==> src/rtl/bado_pkg.sv <==
// shared types and mnemonic codes for the banked address and opcode decoder
package bado_pkg;

  typedef enum logic [5:0] {
    MN_COM    = 6'd0,
    MN_DDOUBL = 6'd1,
    MN_DOUBLE = 6'd2,
    MN_DTCB   = 6'd3,
    MN_DTCF   = 6'd4,
    MN_EXTEND = 6'd5,
    MN_INHINT = 6'd6,
    MN_NOOP   = 6'd7,
    MN_OVSK   = 6'd8,
    MN_RELINT = 6'd9,
    MN_RESUME = 6'd10,
    MN_RETURN = 6'd11,
    MN_TCAA   = 6'd12,
    MN_XLQ    = 6'd13,
    MN_XXALQ  = 6'd14,
    MN_ZL     = 6'd15,
    MN_TC     = 6'd16,
    MN_CCS    = 6'd17,
    MN_TCF    = 6'd18,
    MN_DAS    = 6'd19,
    MN_LXCH   = 6'd20,
    MN_INCR   = 6'd21,
    MN_ADS    = 6'd22,
    MN_CA     = 6'd23,
    MN_CS     = 6'd24,
    MN_INDEX  = 6'd25,
    MN_DXCH   = 6'd26,
    MN_TS     = 6'd27,
    MN_XCH    = 6'd28,
    MN_AD     = 6'd29,
    MN_MASK   = 6'd30,
    MN_DCOM   = 6'd31,
    MN_SQUARE = 6'd32,
    MN_ZQ     = 6'd33,
    MN_READ   = 6'd34,
    MN_WRITE  = 6'd35,
    MN_RAND   = 6'd36,
    MN_WAND   = 6'd37,
    MN_ROR    = 6'd38,
    MN_WOR    = 6'd39,
    MN_RXOR   = 6'd40,
    MN_EDRUPT = 6'd41,
    MN_DV     = 6'd42,
    MN_BZF    = 6'd43,
    MN_MSU    = 6'd44,
    MN_QXCH   = 6'd45,
    MN_AUG    = 6'd46,
    MN_DIM    = 6'd47,
    MN_DCA    = 6'd48,
    MN_DCS    = 6'd49,
    MN_SU     = 6'd50,
    MN_BZMF   = 6'd51,
    MN_MP     = 6'd52
  } mnemonic_t;

  typedef enum logic [1:0] {
    PFX_NONE  = 2'd0,
    PFX_SUBST = 2'd1,
    PFX_INDEX = 2'd2
  } prefix_t;

  localparam logic [2:0] OPC0 = 3'd0;
  localparam logic [2:0] OPC1 = 3'd1;
  localparam logic [2:0] OPC2 = 3'd2;
  localparam logic [2:0] OPC3 = 3'd3;
  localparam logic [2:0] OPC4 = 3'd4;
  localparam logic [2:0] OPC5 = 3'd5;
  localparam logic [2:0] OPC6 = 3'd6;
  localparam logic [2:0] OPC7 = 3'd7;

  localparam logic [1:0] QC0 = 2'd0;
  localparam logic [1:0] QC1 = 2'd1;
  localparam logic [1:0] QC2 = 2'd2;
  localparam logic [1:0] QC3 = 2'd3;

  typedef struct packed {
    logic        fixed;
    logic [5:0]  bank;
    logic [9:0]  offset;
  } loc_t;

  typedef struct packed {
    prefix_t     prefix;
    mnemonic_t   mnemonic;
    logic [11:0] operand;
    logic        has_operand;
  } dec_t;

endpackage

==> src/rtl/bado_addr.sv <==
// address region resolver: bank and offset from program address
module bado_addr (
  input  logic [11:0]   z_address,
  input  logic [14:0]   bank_register,
  input  logic          superbank_bit,
  output bado_pkg::loc_t loc
);
  import bado_pkg::*;

  localparam logic [11:0] ERASABLE_FIXED_END = 12'o1400;
  localparam logic [11:0] SWITCHED_E_END     = 12'o2000;
  localparam logic [11:0] FIXED_FIXED_START  = 12'o4000;
  localparam logic [4:0]  SUPERBANK_FIRST    = 5'o30;
  localparam logic [5:0]  SUPERBANK_BUMP     = 6'o10;

  logic [4:0] fbank;

  assign fbank = bank_register[14:10];

  always_comb begin
    priority if (z_address < ERASABLE_FIXED_END) begin
      loc.fixed  = 1'b0;
      loc.bank   = {4'd0, z_address[9:8]};
      loc.offset = {2'd0, z_address[7:0]};
    end else if (z_address >= FIXED_FIXED_START) begin
      loc.fixed  = 1'b1;
      loc.bank   = 6'd2 + {5'd0, z_address[10]};
      loc.offset = z_address[9:0];
    end else if (z_address < SWITCHED_E_END) begin
      loc.fixed  = 1'b0;
      loc.bank   = {3'd0, bank_register[2:0]};
      loc.offset = {2'd0, z_address[7:0]};
    end else begin
      loc.fixed  = 1'b1;
      if (superbank_bit && fbank >= SUPERBANK_FIRST) begin
        loc.bank = {1'b0, fbank} + SUPERBANK_BUMP;
      end else begin
        loc.bank = {1'b0, fbank};
      end
      loc.offset = z_address[9:0];
    end
  end

endmodule

==> src/rtl/bado_decode.sv <==
// effective word former and instruction decoder
module bado_decode (
  input  logic [11:0]    z_address,
  input  logic [14:0]    bank_register,
  input  logic [14:0]    memory_word,
  input  logic           extracode,
  input  logic           substitute,
  input  logic [14:0]    index_value,
  input  logic           fixed,
  output bado_pkg::dec_t dec
);
  import bado_pkg::*;

  localparam logic [16:0] W_COM    = 17'o040000;
  localparam logic [16:0] W_DDOUBL = 17'o020001;
  localparam logic [16:0] W_DOUBLE = 17'o060000;
  localparam logic [16:0] W_DTCB   = 17'o052006;
  localparam logic [16:0] W_DTCF   = 17'o052005;
  localparam logic [16:0] W_EXTEND = 17'o000006;
  localparam logic [16:0] W_INHINT = 17'o000004;
  localparam logic [16:0] W_ENOOP  = 17'o030000;
  localparam logic [16:0] W_OVSK   = 17'o054000;
  localparam logic [16:0] W_RELINT = 17'o000003;
  localparam logic [16:0] W_RESUME = 17'o050017;
  localparam logic [16:0] W_RETURN = 17'o000002;
  localparam logic [16:0] W_TCAA   = 17'o054005;
  localparam logic [16:0] W_XLQ    = 17'o000001;
  localparam logic [16:0] W_XXALQ  = 17'o000000;
  localparam logic [16:0] W_ZL     = 17'o022007;
  localparam logic [16:0] W_DCOM   = 17'o040001;
  localparam logic [16:0] W_SQUARE = 17'o070000;
  localparam logic [16:0] W_ZQ     = 17'o022007;
  localparam logic [16:0] W_NO_NOOP = 17'd10000;

  logic [16:0] v;
  prefix_t     pfx;
  logic [11:0] vm1;
  logic [11:0] op12;
  logic [11:0] op10;
  logic [11:0] op9;
  logic [1:0]  sel;
  logic [2:0]  opc;
  logic [16:0] z_next_word;
  logic        fixed_noop;

  always_comb begin
    priority if (substitute) begin
      v   = {2'd0, bank_register};
      pfx = PFX_SUBST;
    end else if (index_value != '0) begin
      if (!index_value[14]) begin
        v = {2'd0, memory_word} + {2'd0, index_value};
      end else begin
        v = {2'd0, memory_word} - {2'd0, ~index_value};
      end
      pfx = PFX_INDEX;
    end else begin
      v   = {2'd0, memory_word};
      pfx = PFX_NONE;
    end
  end

  assign vm1         = v[11:0] - 12'd1;
  assign op12        = v[11:0];
  assign op10        = {2'd0, v[9:0]};
  assign op9         = {3'd0, v[8:0]};
  assign sel         = v[11:10];
  assign opc         = v[14:12];
  assign z_next_word = {5'd0, z_address} + 17'd1;
  assign fixed_noop  = fixed && v == z_next_word && v != W_NO_NOOP;

  always_comb begin
    dec.prefix      = pfx;
    dec.mnemonic    = MN_XXALQ;
    dec.operand     = '0;
    dec.has_operand = 1'b0;
    if (!extracode) begin
      priority if (v == W_COM)    dec.mnemonic = MN_COM;
      else if (v == W_DDOUBL)     dec.mnemonic = MN_DDOUBL;
      else if (v == W_DOUBLE)     dec.mnemonic = MN_DOUBLE;
      else if (v == W_DTCB)       dec.mnemonic = MN_DTCB;
      else if (v == W_DTCF)       dec.mnemonic = MN_DTCF;
      else if (v == W_EXTEND)     dec.mnemonic = MN_EXTEND;
      else if (v == W_INHINT)     dec.mnemonic = MN_INHINT;
      else if (fixed_noop)        dec.mnemonic = MN_NOOP;
      else if (!fixed && v == W_ENOOP) dec.mnemonic = MN_NOOP;
      else if (v == W_OVSK)       dec.mnemonic = MN_OVSK;
      else if (v == W_RELINT)     dec.mnemonic = MN_RELINT;
      else if (v == W_RESUME)     dec.mnemonic = MN_RESUME;
      else if (v == W_RETURN)     dec.mnemonic = MN_RETURN;
      else if (v == W_TCAA)       dec.mnemonic = MN_TCAA;
      else if (v == W_XLQ)        dec.mnemonic = MN_XLQ;
      else if (v == W_XXALQ)      dec.mnemonic = MN_XXALQ;
      else if (v == W_ZL)         dec.mnemonic = MN_ZL;
      else begin
        dec.has_operand = 1'b1;
        unique case (opc)
          OPC0: begin
            dec.mnemonic = MN_TC;
            dec.operand  = op12;
          end
          OPC1: begin
            if (sel == QC0) begin
              dec.mnemonic = MN_CCS;
              dec.operand  = op10;
            end else begin
              dec.mnemonic = MN_TCF;
              dec.operand  = op12;
            end
          end
          OPC2: begin
            unique case (sel)
              QC0: begin
                dec.mnemonic = MN_DAS;
                dec.operand  = {2'd0, vm1[9:0]};
              end
              QC1: begin
                dec.mnemonic = MN_LXCH;
                dec.operand  = op10;
              end
              QC2: begin
                dec.mnemonic = MN_INCR;
                dec.operand  = op10;
              end
              QC3: begin
                dec.mnemonic = MN_ADS;
                dec.operand  = op10;
              end
              default: ;
            endcase
          end
          OPC3: begin
            dec.mnemonic = MN_CA;
            dec.operand  = op12;
          end
          OPC4: begin
            dec.mnemonic = MN_CS;
            dec.operand  = op12;
          end
          OPC5: begin
            unique case (sel)
              QC0: begin
                dec.mnemonic = MN_INDEX;
                dec.operand  = op10;
              end
              QC1: begin
                dec.mnemonic = MN_DXCH;
                dec.operand  = {2'd0, vm1[9:0]};
              end
              QC2: begin
                dec.mnemonic = MN_TS;
                dec.operand  = op10;
              end
              QC3: begin
                dec.mnemonic = MN_XCH;
                dec.operand  = op10;
              end
              default: ;
            endcase
          end
          OPC6: begin
            dec.mnemonic = MN_AD;
            dec.operand  = op12;
          end
          OPC7: begin
            dec.mnemonic = MN_MASK;
            dec.operand  = op12;
          end
          default: ;
        endcase
      end
    end else begin
      priority if (v == W_DCOM)   dec.mnemonic = MN_DCOM;
      else if (v == W_RESUME)     dec.mnemonic = MN_RESUME;
      else if (v == W_SQUARE)     dec.mnemonic = MN_SQUARE;
      else if (v == W_ZQ)         dec.mnemonic = MN_ZQ;
      else begin
        dec.has_operand = 1'b1;
        unique case (opc)
          OPC0: begin
            dec.mnemonic = mnemonic_t'(6'(MN_READ) + {3'd0, v[11:9]});
            dec.operand  = op9;
          end
          OPC1: begin
            if (sel == QC0) begin
              dec.mnemonic = MN_DV;
              dec.operand  = op10;
            end else begin
              dec.mnemonic = MN_BZF;
              dec.operand  = op12;
            end
          end
          OPC2: begin
            dec.mnemonic = mnemonic_t'(6'(MN_MSU) + {4'd0, sel});
            dec.operand  = op10;
          end
          OPC3: begin
            dec.mnemonic = MN_DCA;
            dec.operand  = vm1;
          end
          OPC4: begin
            dec.mnemonic = MN_DCS;
            dec.operand  = vm1;
          end
          OPC5: begin
            dec.mnemonic = MN_INDEX;
            dec.operand  = op12;
          end
          OPC6: begin
            if (sel == QC0) begin
              dec.mnemonic = MN_SU;
              dec.operand  = op10;
            end else begin
              dec.mnemonic = MN_BZMF;
              dec.operand  = op12;
            end
          end
          OPC7: begin
            dec.mnemonic = MN_MP;
            dec.operand  = op12;
          end
          default: ;
        endcase
      end
    end
  end

endmodule

==> src/rtl/banked_address_and_opcode_decoder.sv <==
// top level: input register, address resolve and decode, result register
//
// One input word carries a program address, the bank register, the
// superbank bit, the fetched word, and the extracode, substitute and
// index values. One result word comes back per input word: the memory
// region, bank and offset, the fetched word, and the decoded mnemonic
// with its prefix and operand.
// Both channels use valid/ready; a word moves when valid and ready are
// high at the same rising edge.
// An accepted word sits in the input register while the decode logic
// feeds the result register. Throughput is one word per cycle while
// out_ready stays high, set by the two register stages that each take
// a new word whenever the next stage frees up.
// While the receiver stalls, the result register holds and the input
// register takes one more word if it is empty, then in_ready drops.
// A synchronous reset empties both stages; there is no other state.
module banked_address_and_opcode_decoder (
  input  logic        clk,
  input  logic        rst,
  input  logic        in_valid,
  output logic        in_ready,
  input  logic [11:0] z_address,
  input  logic [14:0] bank_register,
  input  logic        superbank_bit,
  input  logic [14:0] memory_word,
  input  logic        extracode,
  input  logic        substitute,
  input  logic [14:0] index_value,
  output logic        out_valid,
  input  logic        out_ready,
  output logic        location_is_fixed,
  output logic [5:0]  bank,
  output logic [9:0]  offset,
  output logic [14:0] shown_word,
  output logic [1:0]  prefix,
  output logic [5:0]  mnemonic,
  output logic [11:0] operand,
  output logic        has_operand
);
  import bado_pkg::*;

  logic        s1_valid;
  logic        s1_ready;
  logic        out_load;
  logic [11:0] s1_z;
  logic [14:0] s1_bb;
  logic        s1_sb;
  logic [14:0] s1_word;
  logic        s1_xc;
  logic        s1_sub;
  logic [14:0] s1_idx;
  loc_t        loc;
  dec_t        dec;

  assign s1_ready = !out_valid || out_ready;
  assign in_ready = !s1_valid || s1_ready;
  assign out_load = s1_valid && s1_ready;

  always_ff @(posedge clk) begin
    if (rst) begin
      s1_valid <= 1'b0;
    end else if (in_ready) begin
      s1_valid <= in_valid;
    end
  end

  always_ff @(posedge clk) begin
    if (in_valid && in_ready) begin
      s1_z    <= z_address;
      s1_bb   <= bank_register;
      s1_sb   <= superbank_bit;
      s1_word <= memory_word;
      s1_xc   <= extracode;
      s1_sub  <= substitute;
      s1_idx  <= index_value;
    end
  end

  bado_addr u_addr (
    .z_address     (s1_z),
    .bank_register (s1_bb),
    .superbank_bit (s1_sb),
    .loc           (loc)
  );

  bado_decode u_decode (
    .z_address     (s1_z),
    .bank_register (s1_bb),
    .memory_word   (s1_word),
    .extracode     (s1_xc),
    .substitute    (s1_sub),
    .index_value   (s1_idx),
    .fixed         (loc.fixed),
    .dec           (dec)
  );

  always_ff @(posedge clk) begin
    if (rst) begin
      out_valid <= 1'b0;
    end else if (s1_ready) begin
      out_valid <= s1_valid;
    end
  end

  always_ff @(posedge clk) begin
    if (out_load) begin
      location_is_fixed <= loc.fixed;
      bank              <= loc.bank;
      offset            <= loc.offset;
      shown_word        <= s1_word;
      prefix            <= dec.prefix;
      mnemonic          <= dec.mnemonic;
      operand           <= dec.operand;
      has_operand       <= dec.has_operand;
    end
  end

  a_accept_fills_s1: assert property (@(posedge clk) disable iff (rst)
    in_valid && in_ready |=> s1_valid)
    else $error("accepted word did not reach the input register");

  a_no_operand_zero: assert property (@(posedge clk) disable iff (rst)
    out_valid && !has_operand |-> operand == 12'd0)
    else $error("operandless mnemonic carries an operand");

  a_prefix_legal: assert property (@(posedge clk) disable iff (rst)
    out_valid |-> prefix != 2'd3)
    else $error("illegal prefix code");

  a_bank_range: assert property (@(posedge clk) disable iff (rst)
    out_valid |-> bank <= 6'd39)
    else $error("bank out of range");

  a_erasable_bank: assert property (@(posedge clk) disable iff (rst)
    out_valid && !location_is_fixed |-> bank < 6'd8 && offset < 10'd256)
    else $error("erasable location out of range");

endmodule

==> config.mk <==
export PLATFORM = sky130hd
export DESIGN_NAME = banked_address_and_opcode_decoder
export DESIGN_NICKNAME = d
export VERILOG_FILES = /design/src/rtl/bado_pkg.sv /design/src/rtl/bado_addr.sv /design/src/rtl/bado_decode.sv /design/src/rtl/banked_address_and_opcode_decoder.sv
export SDC_FILE = /design/constraint.sdc
export NUM_CORES = 1
export LEC_CHECK = 0
export BUFFER_PORTS_ARGS = -buffer_cell sky130_fd_sc_hd__clkbuf_2
export CAP_MARGIN = 0
export CORE_ASPECT_RATIO = 1.4
export CORE_MARGIN = 5
export CORE_UTILIZATION = 63
export DETAILED_ROUTE_END_ITERATION = 10
export GPL_TIMING_DRIVEN = 0
export PLACE_DENSITY = 0.95
export SLEW_MARGIN = 10
export SYNTH_ARGS = -nofsm -noshare
export SYNTH_HDL_FRONTEND = slang
export SYNTH_SLANG_ARGS = --single-unit
==> constraint.sdc <==
create_clock -name clk -period 8.6 [get_ports clk]
set_clock_uncertainty 0.15 [all_clocks]
set_input_delay 0.86 -clock clk [delete_from_list [all_inputs] [get_ports clk]]
set_output_delay 0.86 -clock clk [all_outputs]
set_load 0.02 [all_outputs]
[After elaboration in Yosys (flattened, before gate mapping)]
Index checks and enable logic that the tools add are counted.
Operators by class
  add/sub/neg operators: 8
  multiply operators: 0
  div/mod/pow operators: 0
  $lt $le $gt $ge: 4
  eq/ne operators: 29
  shift-type cells: 0
  muxes and demuxes: 58
  bitwise gates (word level): 1
  reductions and logical operators: 15
Operator list (number)
  $mux W13: 23
  $pmux W18 S8: 2
  $eq A17 B15 Y1 const B: 9
  $pmux W18 S4: 2
  $mux W6: 22
  $mux W17: 6
  $eq A17 B14 Y1 const B: 3
  $eq A17 B2 Y1 const B: 2
  $eq A17 B3 Y1 const B: 2
  $mux W19: 1
  $eq A17 B1 Y1 const B: 1
  $eq A17 B17 Y1: 1
  $logic_not A17 Y1: 1
  $ne A17 B14 Y1 const B: 1
  $add A15 B15 Y16: 1
  $sub A15 B15 Y16: 1
  $not A15 Y15: 1
  $reduce_bool A15 Y1: 1
  $mux W14: 1
  $add A12 B1 Y13 const B: 1
  $eq A3 B3 Y1 const B: 4
  $ge A12 B12 Y1 const B: 1
  $lt A12 B10 Y1 const B: 1
  $lt A12 B11 Y1 const B: 1
  other kinds (16): 26
Word-level totals
  register bits after elaboration: 115
  bits in latches: 0
  bits in writable memories: 0
  bits in read-only memories: 0
  bits of input ports: 64
  memories: 0

[Depth between registers and ports, before layout]
Gate-level depths: netlist of the first run.
  depth after elaboration: 26
  depth in mapped cells: 19
  mapped depth without buffers: 19

[Cells and area by module]
From an unflattened synthesis of the first run, not the netlist that was laid out.
Second synthesis, totals
  cell total of the unflattened synthesis: 778
  area, all modules: 7657.3 µm²
By module, submodules not included
  bado_decode: instances 1, cells an instance 622, area each 3947.5 µm², sequential area each 0.0 µm²
  banked_address_and_opcode_decoder: instances 1, cells an instance 123, area each 3497.1 µm², sequential area each 3433.3 µm²
  bado_addr: instances 1, cells an instance 33, area each 212.7 µm², sequential area each 0.0 µm²

[Worst setup path after synthesis of the first run]
Ideal clock, no wire load.
  path kind: reg2reg
  start point: reg s1_word[0]
  end point: reg operand[2] (data pin)
  arrival time: 4003 ps
  data required time: 8186 ps
  path slack: 4183 ps
  cell stages (with the launch flop): 18
  path buffers: 0
  period minus slack after synthesis: 4417 ps
  path through: edfxtp_1 inv_1 ha_1 inv_1 fa_1 nor2b_1 o32ai_2 a221oi_1 xnor2_1 o311ai_2 ha_1 inv_1 nor4_1 nand2_1 o2111ai_2 nor3_1 a41oi_1 o31ai_1
RTL lines
  start: declaration: RTL line banked_address_and_opcode_decoder.sv:48  | logic [14:0] s1_word;
  start signal: assignment: RTL line banked_address_and_opcode_decoder.sv:72  | s1_word <= memory_word;
  end signal: assignment: RTL line banked_address_and_opcode_decoder.sv:113  | operand <= dec.operand;
  end: declaration: RTL line banked_address_and_opcode_decoder.sv:37  | output logic [11:0] operand,

==> results of run 1 <==
power breakdown:
group	total, mW	internal, mW	switching, mW
combinational	0.450	0.153	0.297
clock	0.733	0.436	0.298
sequential	0.683	0.658	0.0244
area by class of cell:
class                           instances  share of cell area [%]
Buffer                                 38                    1.93
Clock buffer                           17                    4.61
Clock inverter                         15                    1.86
Inverter                               28                    1.14
Multi-Input combinational cell        605                    44.3
Sequential cell                       115                    37.2
Tap cell                              150                    2.04
Timing Repair Buffer                  121                    6.89
logic make-up (layout without fill, tap and decap cells):
group	count (synthesis)	in the layout	share of synthesized area [%]
DFF	115	115	44.1
xor gates and xnor gates	33	33	3.71
AOI/OAI and AO/OA	222	222	20.8
buffers and inverters	66	219	3.63
adders and majority gates	32	32	5.33
and+or+nand+nor	314	314	21.9
muxes	4	4	0.562
synth_stat cells (7+ instances only):
library cell  number
a21oi_1           47
nand2b_1           8
buf_2              7
ha_1              30
nor2_1            63
o21ai_0           31
o211ai_1          13
clkbuf_1          24
nand4_1           19
nand3_1           38
and3_1            17
nand2_1           65
nor3_1            25
xnor2_1           27
a31oi_1           10
o21a_1             7
nor2b_1            8
inv_1             24
a211oi_1           7
edfxtp_1         113
a21o_1             7
and2_1            10
a221oi_1           8
o22ai_1            9
nor4_1            17
path summary, 6_finish.rpt:
| check | slack, ps | start | cells after the start | endpoint |
|---|---|---|---|---|
| max | 2400 | s1_idx[0]$_DFFE_PP_ | 16 | operand[2]$_DFFE_PP_ |
| min | 330 | s1_z[2]$_DFFE_PP_ | 0 | offset[2]$_DFFE_PP_ |
| min reg2reg | 330 | s1_z[2]$_DFFE_PP_ | 0 | offset[2]$_DFFE_PP_ |
| max reg2reg | 2400 | s1_idx[0]$_DFFE_PP_ | 16 | operand[2]$_DFFE_PP_ |
layer usage:
layer / vias to the layer above / share of wire, %
met5: - / 0
met4: 0 / 9.5
met3: 247 / 9.7
met2: 659 / 50
met1: 3636 / 31
li1: 3351 / -
flip-flops by register name (all words and copies together), names as in the netlist:
signal	flops
s1_bb	15
s1_idx	15
s1_word	15
shown_word	15
operand	12
s1_z	12
offset	10
bank	6
mnemonic	6
prefix	2
has_operand	1
location_is_fixed	1
out_valid	1
s1_sb	1
s1_sub	1
s1_valid	1
s1_xc	1
==> key figures, run 1 <==
Placed design
  – Gpl congestion: 1.06
  – Placed Cells: approximately 1,100
  – DP Area: 8620 um^2
  – Dpl ws: 2760 ps
  – Port Buffer Count: between 100 and 150
  – Post-DP HPWL: about 19,000 um

Synthesis
  – Sequential element share of the synthesized area: between 40% and 50%
  – Primary FF master, synth: edfxtp_1
  – Async set-reset flop share out of synthesis: 0%
  – Avg Inst Size Synth: 9.91 um^2
  – Post-Synthesis Cell Area: 7790 um^2
  – Post-Syn Instances: between 700 and 800
  – Share of the synthesized area in the top cell type: between 40% and 50%
  – EDFF count, synth: 113
  – Syn nets: between 800 and 900
  – Synth top area cells: edfxtp_1 44%, ha_1 4.8%, nand2_1 3.1%, nor2_1 3.0%, xnor2_1 3.0%
  – Yosys warning total: 0
  – Post-synthesis cell type count: 93
  – Yosys reg bits: roughly 120
  – Post-synth top area cell: edfxtp_1

GRT
  – Met1 GRT Util: a little under two fifths
  – Vias in the first global route: around 8,000
  – M2 GR Usage: a little under two thirds
  – Total grt overflow: 0
  – Overall Global Routing Usage: 36.5%
  – Initial antenna violation count: 0
  – Most Crowded Layer GR: met2
  – Largest net degree at the start of global routing: a little over 40
  – Grt met3 use: 9.06%
  – First-pass GRT wire length: ~42,000 um

Clock tree
  – Num CTS Buffers: 17
  – # clock sinks: 115
  – CTS resizes: 0
  – Root buf cell: clkbuf_16
  – CTS HTree Levels: 4
  – CTS tree: done
  – Setup Fix Bufs, Post-CTS: 0
  – Cts hold-fix bufs: 0
  – Clock Latency Late Sink: approximately 420 ps
  – Maximum root-to-sink buffer count: 2
  – Reg clk slew, reported paths: about 60 ps

Finish
  – Fillers: 798
  – Layout cells sized above 1: between 20% and 30%
  – Area growth from synthesis to layout: 18.3%
  – Fin area: roughly 9200 um^2
  – Commonest cells after routing, fill and taps aside: 118 x clkbuf_2, 113 x edfxtp_1, 65 x nand2_1, 63 x nor2_1, 47 x a21oi_1
  – Commonest non-fill, non-tap cell in the layout: clkbuf_2
  – Post-Layout Cell Count: roughly 1,100
  – Final #Nets: between 1,000 and 1,500
  – Multi-input gate area: 4080 um^2
  – # diodes: 0
  – Final core occ: 75.2%
  – FF/Latch Area: ~3400 um^2

Floorplan
  – Cell row count: 48
  – Core Region: between 10,000 and 15,000 um^2
  – DIE WIDTH: around 100 um
  – IO Count: around 120
  – Initial Util: approximately 64%
  – Die area: ~15,000 um^2
  – Die Ht: between 100 and 150 um

Critical path
  – Crit path arrival time: 6210 ps
  – Buf+Inv Stages, Crit Path: 2
  – CP Class: reg2reg
  – Worst-path cell chain: ha_1 -> inv_1 -> fa_1 -> nor2b_1 -> o32ai_2 -> a221oi_1 -> xnor2_1 -> o311ai_2 -> ha_1 -> inv_1 -> nor4_1 -> nand2_1 -> o2111ai_2 -> nor3_1 -> a41oi_1 -> o31ai_1
  – WP data required: 8600 ps
  – Startpoint types: register
  – Max incr delay on CP: between 1000 and 1500 ps
  – CP Max Fanout: 10
  – Top cell family by delay on the critical path: compound AO/OA/AOI/OAI gates
  – Critical path capture point type: register
  – Worst path slowest cell: nor4_1

Detailed routing
  – Pre-antenna DRT Iters: 9
  – Post-route DRC: 0
  – Via count: between 7,000 and 8,000
  – Post-Route WL: 27,500 um
  – Drt first-iter violations: 980
  – Wire per inst: between 20 and 30 um
  – Vias/cell: between 7 and 8
  – Post-DRT Antenna Nets: 0

Power and ir drop
  – Pwr Density: slightly above 200 nW/um^2
  – Maximum vdd drop: approximately 170 uV
  – LEAKAGE: between 3 and 4 nW
  – Total Power: ~1.9 mW

Timing
  – Fin Setup TNS: 0 ps
  – Slew HR: 21.2%
  – Worst-margin pin slew: around 1200 ps
  – RSZ-0062 raised after global routing: no
  – Tcrit/Tclk final: between 70% and 80%
  – Crit path time final: ~6200 ps
  – Setup violators final: 0
  – Worst Setup Slack, final: roughly 2400 ps
  – Hold WS: 334 ps
  – Count of final max-slew check failures: 0
  – Final hold vios: 0
  – Max Freq: between 0.15 and 0.2 GHz

Hold path
  – Hold Path Class: reg2reg

Flow run
  – Maximum Capacitance Violations: 0

Outcome
  – Outcome: completed
No activity file was read; power rests on OpenSTA's default activity.
==> inputs of run 2 (changes only) <==
- CORE_UTILIZATION: 63 -> 53
- PLACE_DENSITY: 0.95 -> 0.88
- clock period: 8.6 -> 5.3 ns (I/O delays scaled with it)
==> run 2 against run 1 <==
  * Count of clock-buffer cells in the layout did not move
  * Sequential share of layout area is 0.76 points lower
  * Combinational power grew 66%
  * Flip-flop and latch count unchanged
  * Maximum frequency rose by 19%
  * Final area increased by 2.1%
  * Power is 67% higher
  * Setup slack worse by 2300 ps
  * Critical endpoint is now operand[1]$_DFFE_PP_
  * Largest power group unchanged
  * Highest routed layer unchanged
==> key figures, run 2 (synthesis gave the netlist of run 1 again) <==
Outcome
  – Outcome: completed

Timing
  – Max Freq: 0.192 GHz (+19%)
  – Worst-margin pin slew: 923 ps (-241 ps)
  – Count of final max-slew check failures: 0 (unchanged)
  – RSZ-0062 raised after global routing: yes
  – Final hold vios: 0 (unchanged)
  – Slew HR: 37.9% (+17 points)
  – Hold WS: 121 ps (-213 ps)
  – Worst Setup Slack, final: 83.5 ps (-2310 ps)
  – Setup violators final: 0 (unchanged)
  – Crit path time final: 5220 ps (-987 ps)
  – Tcrit/Tclk final: 98.4% (+26 points)

GRT
  – Overall Global Routing Usage: 30.7% (-5.8 points)
  – First-pass GRT wire length: 41,100 um (-2.6%)
  – Largest net degree at the start of global routing: 40 (-2.4%)
  – Vias in the first global route: 7,565 (-5.4%)
  – Total grt overflow: 0 (unchanged)
  – Initial antenna violation count: 0 (unchanged)

Clock tree
  – Clock Latency Late Sink: 430 ps (about the same)
  – CTS HTree Levels: 4 (unchanged)
  – Root buf cell: clkbuf_16
  – Reg clk slew, reported paths: 60 ps (about the same)
  – Cts hold-fix bufs: 0 (unchanged)
  – Maximum root-to-sink buffer count: 2 (unchanged)
  – CTS tree: done
  – Num CTS Buffers: 17 (unchanged)
  – # clock sinks: 115 (unchanged)

Floorplan
  – Die Ht: 153 um (+8.4%)
  – IO Count: 119 (unchanged)
  – Die area: 17,300 um^2 (+17%)
  – DIE WIDTH: 112 um (+8.2%)
  – Initial Util: 53.9% (-9.6 points)
  – Cell row count: 52 (+8.3%)
  – Core Region: 14,400 um^2 (+18%)

Critical path
  – Crit path arrival time: 5340 ps (-870 ps)
  – R2R Path Start: s1_word[0]$_DFFE_PP_
  – Worst reg-to-reg setup slack: 80 ps (-2310 ps)
  – CP Max Fanout: 10 (unchanged)
  – Critical path capture point type: register
  – R2R depth: 14 (-2)
  – Startpoint types: register
  – CP Class: reg2reg
  – FF-to-FF End: operand[1]$_DFFE_PP_
  – WP data required: 5430 ps (-3170 ps)

Power and ir drop
  – LEAKAGE: 3.50 nW (+1.2%)
  – Maximum vdd drop: 220 uV (+26%)
  – Pwr Density: 331 nW/um^2 (+64%)

Finish
  – # diodes: 0 (unchanged)
  – Area growth from synthesis to layout: 20.8%
  – Multi-input gate area: 4180 um^2 (+2.5%)
  – FF/Latch Area: 3430 um^2 (unchanged)
  – Commonest non-fill, non-tap cell in the layout: clkbuf_2
  – Final #Nets: 1,022 (unchanged)
  – Fin area: 9410 um^2 (+2.1%)
  – Layout cells sized above 1: 23.1% (+1.9 points)
  – Fillers: 1,163 (+46%)
  – Commonest cells after routing, fill and taps aside: 121 x clkbuf_2, 113 x edfxtp_1, 65 x nand2_1, 63 x nor2_1, 46 x a21oi_1

Hold path
  – Hold Path End: s1_valid$_SDFFE_PP0N_
  – WHS Path Cells: 2 (+2)
  – Hold Path Class: in2reg
  – Worst hold start: rst

Detailed routing
  – Vias/cell: 6.85 (-5.5%)
  – Drt first-iter violations: 850 (-13%)
  – Via count: 7,727 (-2.1%)
  – Pre-antenna DRT Iters: 7 (-2)
  – Post-Route WL: 27,400 um (-0.24%)
  – Post-DRT Antenna Nets: 0 (unchanged)
  – Post-route DRC: 0 (unchanged)
  – Wire per inst: 24.3 um (-3.7%)

Placed design
  – Post-DP HPWL: 19,700 um (+1.8%)
  – Port Buffer Count: 118 (unchanged)
  – Gpl congestion: 0.992 (-6.0%)
  – Dpl ws: -362 ps (-3120 ps)
  – DP Area: 8670 um^2 (+0.57%)

Flow run
  – Maximum Capacitance Violations: 0 (unchanged)
## run 2: layout make-up
| class | count | share of cell area (%) |
|---|---|---|
| plain buffers | 37 | 1.87 |
| flip-flops and latches | 115 | 36.5 |
| repair buffers | 122 | 6.83 |
| multi-input cells | 605 | 44.5 |
| clock buffers | 17 | 4.52 |
| clock inverters | 15 | 2.19 |
| inverters | 28 | 1.12 |
| well taps | 189 | 2.51 |
## run 2: repair_timing
action / CTS / global route
setup buffers: 1 / 0
setup endpoints to repair: 18 / 19
resized for setup: 5 / 20
pin swaps: 1 / 1
gates cloned: 0 / 0
## run 2: worst max path at each step
stage / slack [ps] / end / from
after floorplan: 880 / operand[2]$_DFFE_PP_ / s1_word[0]$_DFFE_PP_
final: 80 / operand[1]$_DFFE_PP_ / s1_word[0]$_DFFE_PP_
after global placement: -380 / operand[2]$_DFFE_PP_ / s1_word[0]$_DFFE_PP_
after global routing: -20 / operand[0]$_DFFE_PP_ / s1_idx[14]$_DFFE_PP_
after detailed placement: -360 / operand[1]$_DFFE_PP_ / s1_word[0]$_DFFE_PP_
after CTS: 20 / operand[1]$_DFFE_PP_ / s1_word[2]$_DFFE_PP_
## run 2: layer usage
| layer | wire, um | vias up | global-route usage, % | part of all wire (%) |
|---|---|---|---|---|
| li1 | - | 3358 | - | - |
| met1 | 9010 | 3580 | 31.8 | 33 |
| met2 | 13700 | 604 | 53.5 | 50 |
| met3 | 2310 | 185 | 5.89 | 8.4 |
| met4 | 2410 | 0 | 24.5 | 8.8 |
| met5 | 0 | - | 0 | 0 |
## run 2: per-stage QoR
stage          instances  TNS, ps  utilization, %  total power [mW]
2_1_floorplan        786        0               -              1.60
3_5_place_dp        1095    -4260            60.0              1.82
4_1_cts             1127        0            64.7              3.08
5_1_grt             1128    -46.5            65.2              3.21
3_3_place_gp        1093    -4710            59.7              1.81
6_report            1128        0            65.2              3.12
## run 2: critical path, stage by stage (launching register included)
cell and delay, ps:
edfxtp_1 440, ha_1 230, inv_1 80, fa_1 410
nor2b_1 230, o32ai_4 420, a211oi_1 170, o311ai_0 690
a221o_1 600, nor4_1 150, a31oi_1 460, o2111ai_4 310
a221oi_1 350, o21ai_0 170, a21oi_1 180
## run 2: power by group
| part | switching [mW] | internal [mW] |
|---|---|---|
| logic | 0.494 | 0.255 |
| registers | 0.0389 | 1.07 |
| clock network | 0.497 | 0.764 |
| total | 1.03 | 2.09 |
==> inputs of run 3 (changes only) <==
- CORE_UTILIZATION: 53 -> 54
- CTS_BUF_LIST: unset -> sky130_fd_sc_hd__clkbuf_8
- PLACE_DENSITY: 0.88 -> 0.89
==> run 3 against run 2 <==
  * Count of clock-buffer cells in the layout is 2 higher
  * Global-route usage increased by 0.42 points
  * Register-to-register slack better by 80 ps
  * Critical path depth increased by 1
  * Sequential power about the same
  * First-iteration DRC count shrank 16%
  * Die area shrank 1.7%
  * Maximum frequency up 1.5%
  * Flip-flop and latch count stayed put
  * Power shrank 15%
  * Core utilization shrank 1.0 points
==> key figures, run 3 (synthesis gave the netlist of run 1 again) <==
Clock tree
  – Num CTS Buffers: 17 (unchanged)
  – Root buf cell: clkbuf_8
  – # clock sinks: 115 (unchanged)
  – Maximum root-to-sink buffer count: 2 (unchanged)
  – Clock Latency Late Sink: 450 ps (+20 ps)
  – CTS HTree Levels: 4 (unchanged)
  – Reg clk slew, reported paths: 80 ps (+20 ps)
  – CTS tree: done
  – Cts hold-fix bufs: 0 (unchanged)

Finish
  – # diodes: 0 (unchanged)
  – Commonest cells after routing, fill and taps aside: 120 x clkbuf_2, 113 x edfxtp_1, 65 x nand2_1, 63 x nor2_1, 46 x a21oi_1
  – Area growth from synthesis to layout: 17.8%
  – Final core occ: 64.1% (-1.0 points)
  – Commonest non-fill, non-tap cell in the layout: clkbuf_2
  – Final #Nets: 1,022 (unchanged)
  – FF/Latch Area: 3430 um^2 (unchanged)
  – Layout cells sized above 1: 23.3% (+0.21 points)
  – Multi-input gate area: 4200 um^2 (+0.36%)
  – Fillers: 1,190 (+2.3%)

Floorplan
  – IO Count: 119 (unchanged)
  – Core Region: 14,300 um^2 (-0.90%)
  – DIE WIDTH: 112 um (-0.84%)
  – Initial Util: 54.4% (+0.49 points)
  – Die area: 17,000 um^2 (-1.7%)
  – Die Ht: 152 um (-0.87%)
  – Cell row count: 52 (unchanged)

Placed design
  – Gpl congestion: 0.970 (-2.2%)
  – Post-DP HPWL: 20,000 um (+1.1%)
  – Port Buffer Count: 118 (unchanged)

Timing
  – Crit path time final: 5140 ps (-75.4 ps)
  – Max Freq: 0.195 GHz (+1.5%)
  – Fin Setup TNS: 0 ps (unchanged)
  – Count of final max-slew check failures: 0 (unchanged)
  – Worst-margin pin slew: 866 ps (-56.5 ps)
  – Setup violators final: 0 (unchanged)
  – Hold WS: 99.5 ps (-21.4 ps)
  – Slew HR: 42.1% (+4.2 points)
  – Final hold vios: 0 (unchanged)
  – Tcrit/Tclk final: 97.0% (-1.4 points)

Detailed routing
  – Post-Route WL: 26,300 um (-4.2%)
  – Post-route DRC: 0 (unchanged)
  – Via count: 7,524 (-2.6%)
  – Pre-antenna DRT Iters: 5 (-2)
  – Drt first-iter violations: 710 (-16%)
  – Vias/cell: 6.67 (-2.6%)
  – Wire per inst: 23.3 um (-4.2%)
  – Post-DRT Antenna Nets: 0 (unchanged)

Power and ir drop
  – LEAKAGE: 3.39 nW (-3.3%)
  – Maximum vdd drop: 201 uV (-8.6%)
  – Pwr Density: 289 nW/um^2 (-13%)

GRT
  – Vias in the first global route: 7,690 (+1.7%)
  – Overall Global Routing Usage: 31.1% (+0.42 points)
  – Largest net degree at the start of global routing: 38 (-5.0%)
  – First-pass GRT wire length: 41,700 um (+1.4%)
  – Initial antenna violation count: 0 (unchanged)
  – Total grt overflow: 0 (unchanged)

Critical path
  – Critical Path Most Common Cell: nor4_2
  – Max incr delay on CP: 590 ps (-100 ps)
  – Critical path capture point type: register
  – Worst-path cell chain: nor4_2 -> nand3_4 -> nor2_1 -> buf_4 -> mux2i_1 -> mux2_2 -> ha_1 -> inv_1 -> or4b_1 -> nor4_2 -> nand3_2 -> o2111ai_4 -> a221oi_1 -> o21ai_0 -> a21oi_1
  – Crit path arrival time: 5170 ps (-170 ps)
  – WP data required: 5330 ps (-100 ps)
  – CP Max Fanout: 10 (unchanged)
  – CP Class: reg2reg
  – Worst path slowest cell: or4b_1
  – Startpoint types: register

Hold path
  – Hold Path Class: in2reg

Outcome
  – Outcome: completed

Flow run
  – Maximum Capacitance Violations: 0 (unchanged)
==> run 3: changes by cell type in the layout (fill, tap and decap cells not counted), sizes merged <==
cell      previous run  this run
clkbuf             159       160
buf                 17        18
inv                 37        32
clkinv               2         5
bufinv               3         1
clkinvlp             1         3
==> run 3: worst max-delay path: cells and delay by family (launching register included) <==
| family | cells | cell delay [ps] |
|---|---|---|
| fa+ha+maj | 1 | 310 |
| flops | 1 | 510 |
| buf+inv | 2 | 370 |
| compound gates | 4 | 760 |
| mux | 2 | 470 |
| simple gates | 6 | 2290 |
==> run 3: per-stage QoR <==
| step | std cells | instance area (um^2) | worst slack (ps) | total power [mW] |
|---|---|---|---|---|
| after detailed placement | 1095 | 8670 | -476 | 1.81 |
| after floorplan | 786 | 7790 | 883 | 1.60 |
| after global placement | 1093 | 8620 | -595 | 1.81 |
| after global routing | 1128 | 9180 | -2.06 | 2.77 |
| final | 1128 | 9180 | 159 | 2.65 |
| after CTS | 1127 | 9110 | 11.0 | 2.63 |
==> run 3: final timing paths <==
kind	depth (start not counted)	slack [ps]	endpoint	start
worst min register to register	0	320	prefix[0]$_SDFFCE_PP1P_	s1_sub$_DFFE_PP_
worst max register to register	15	160	operand[1]$_DFFE_PP_	s1_idx[1]$_DFFE_PP_
worst min-delay path	1	100	s1_word[9]$_DFFE_PP_	memory_word[9]
worst max-delay path	15	160	operand[1]$_DFFE_PP_	s1_idx[1]$_DFFE_PP_
==> run 3: power breakdown <==
| part | internal, mW | leakage (nW) | switching [mW] | total, mW |
|---|---|---|---|---|
| clock network | 0.401 | 0.191 | 0.408 | 0.809 |
| registers | 1.07 | 1.10 | 0.0369 | 1.10 |
| logic | 0.255 | 2.10 | 0.483 | 0.739 |
==> run 3: layer usage <==
layer / part of all wire (%) / up-vias / global-route usage (%) / routed length [um]
met5: 0 / - / 0 / 0
met4: 8.1 / 0 / 22.4 / 2130
met3: 6.6 / 166 / 4.02 / 1730
met2: 51 / 509 / 55.1 / 13500
met1: 34 / 3498 / 33.8 / 8920
li1: - / 3351 / - / -
==> run 3: timing repair <==
item                       in CTS  in global routing
buffers inserted                1                  0
pin swaps                       1                  0
resized for setup              10                 20
setup endpoints to repair      18                 18
==> run 3: final cells by class <==
type                            instances  area share, %
Sequential cell                       115           37.4
Multi-Input combinational cell        605           45.8
Buffer                                 37           1.92
Inverter                               28           1.15
Timing Repair Buffer                  122           7.01
Clock inverter                         13           1.34
Clock buffer                           19           2.85
Tap cell                              189           2.58
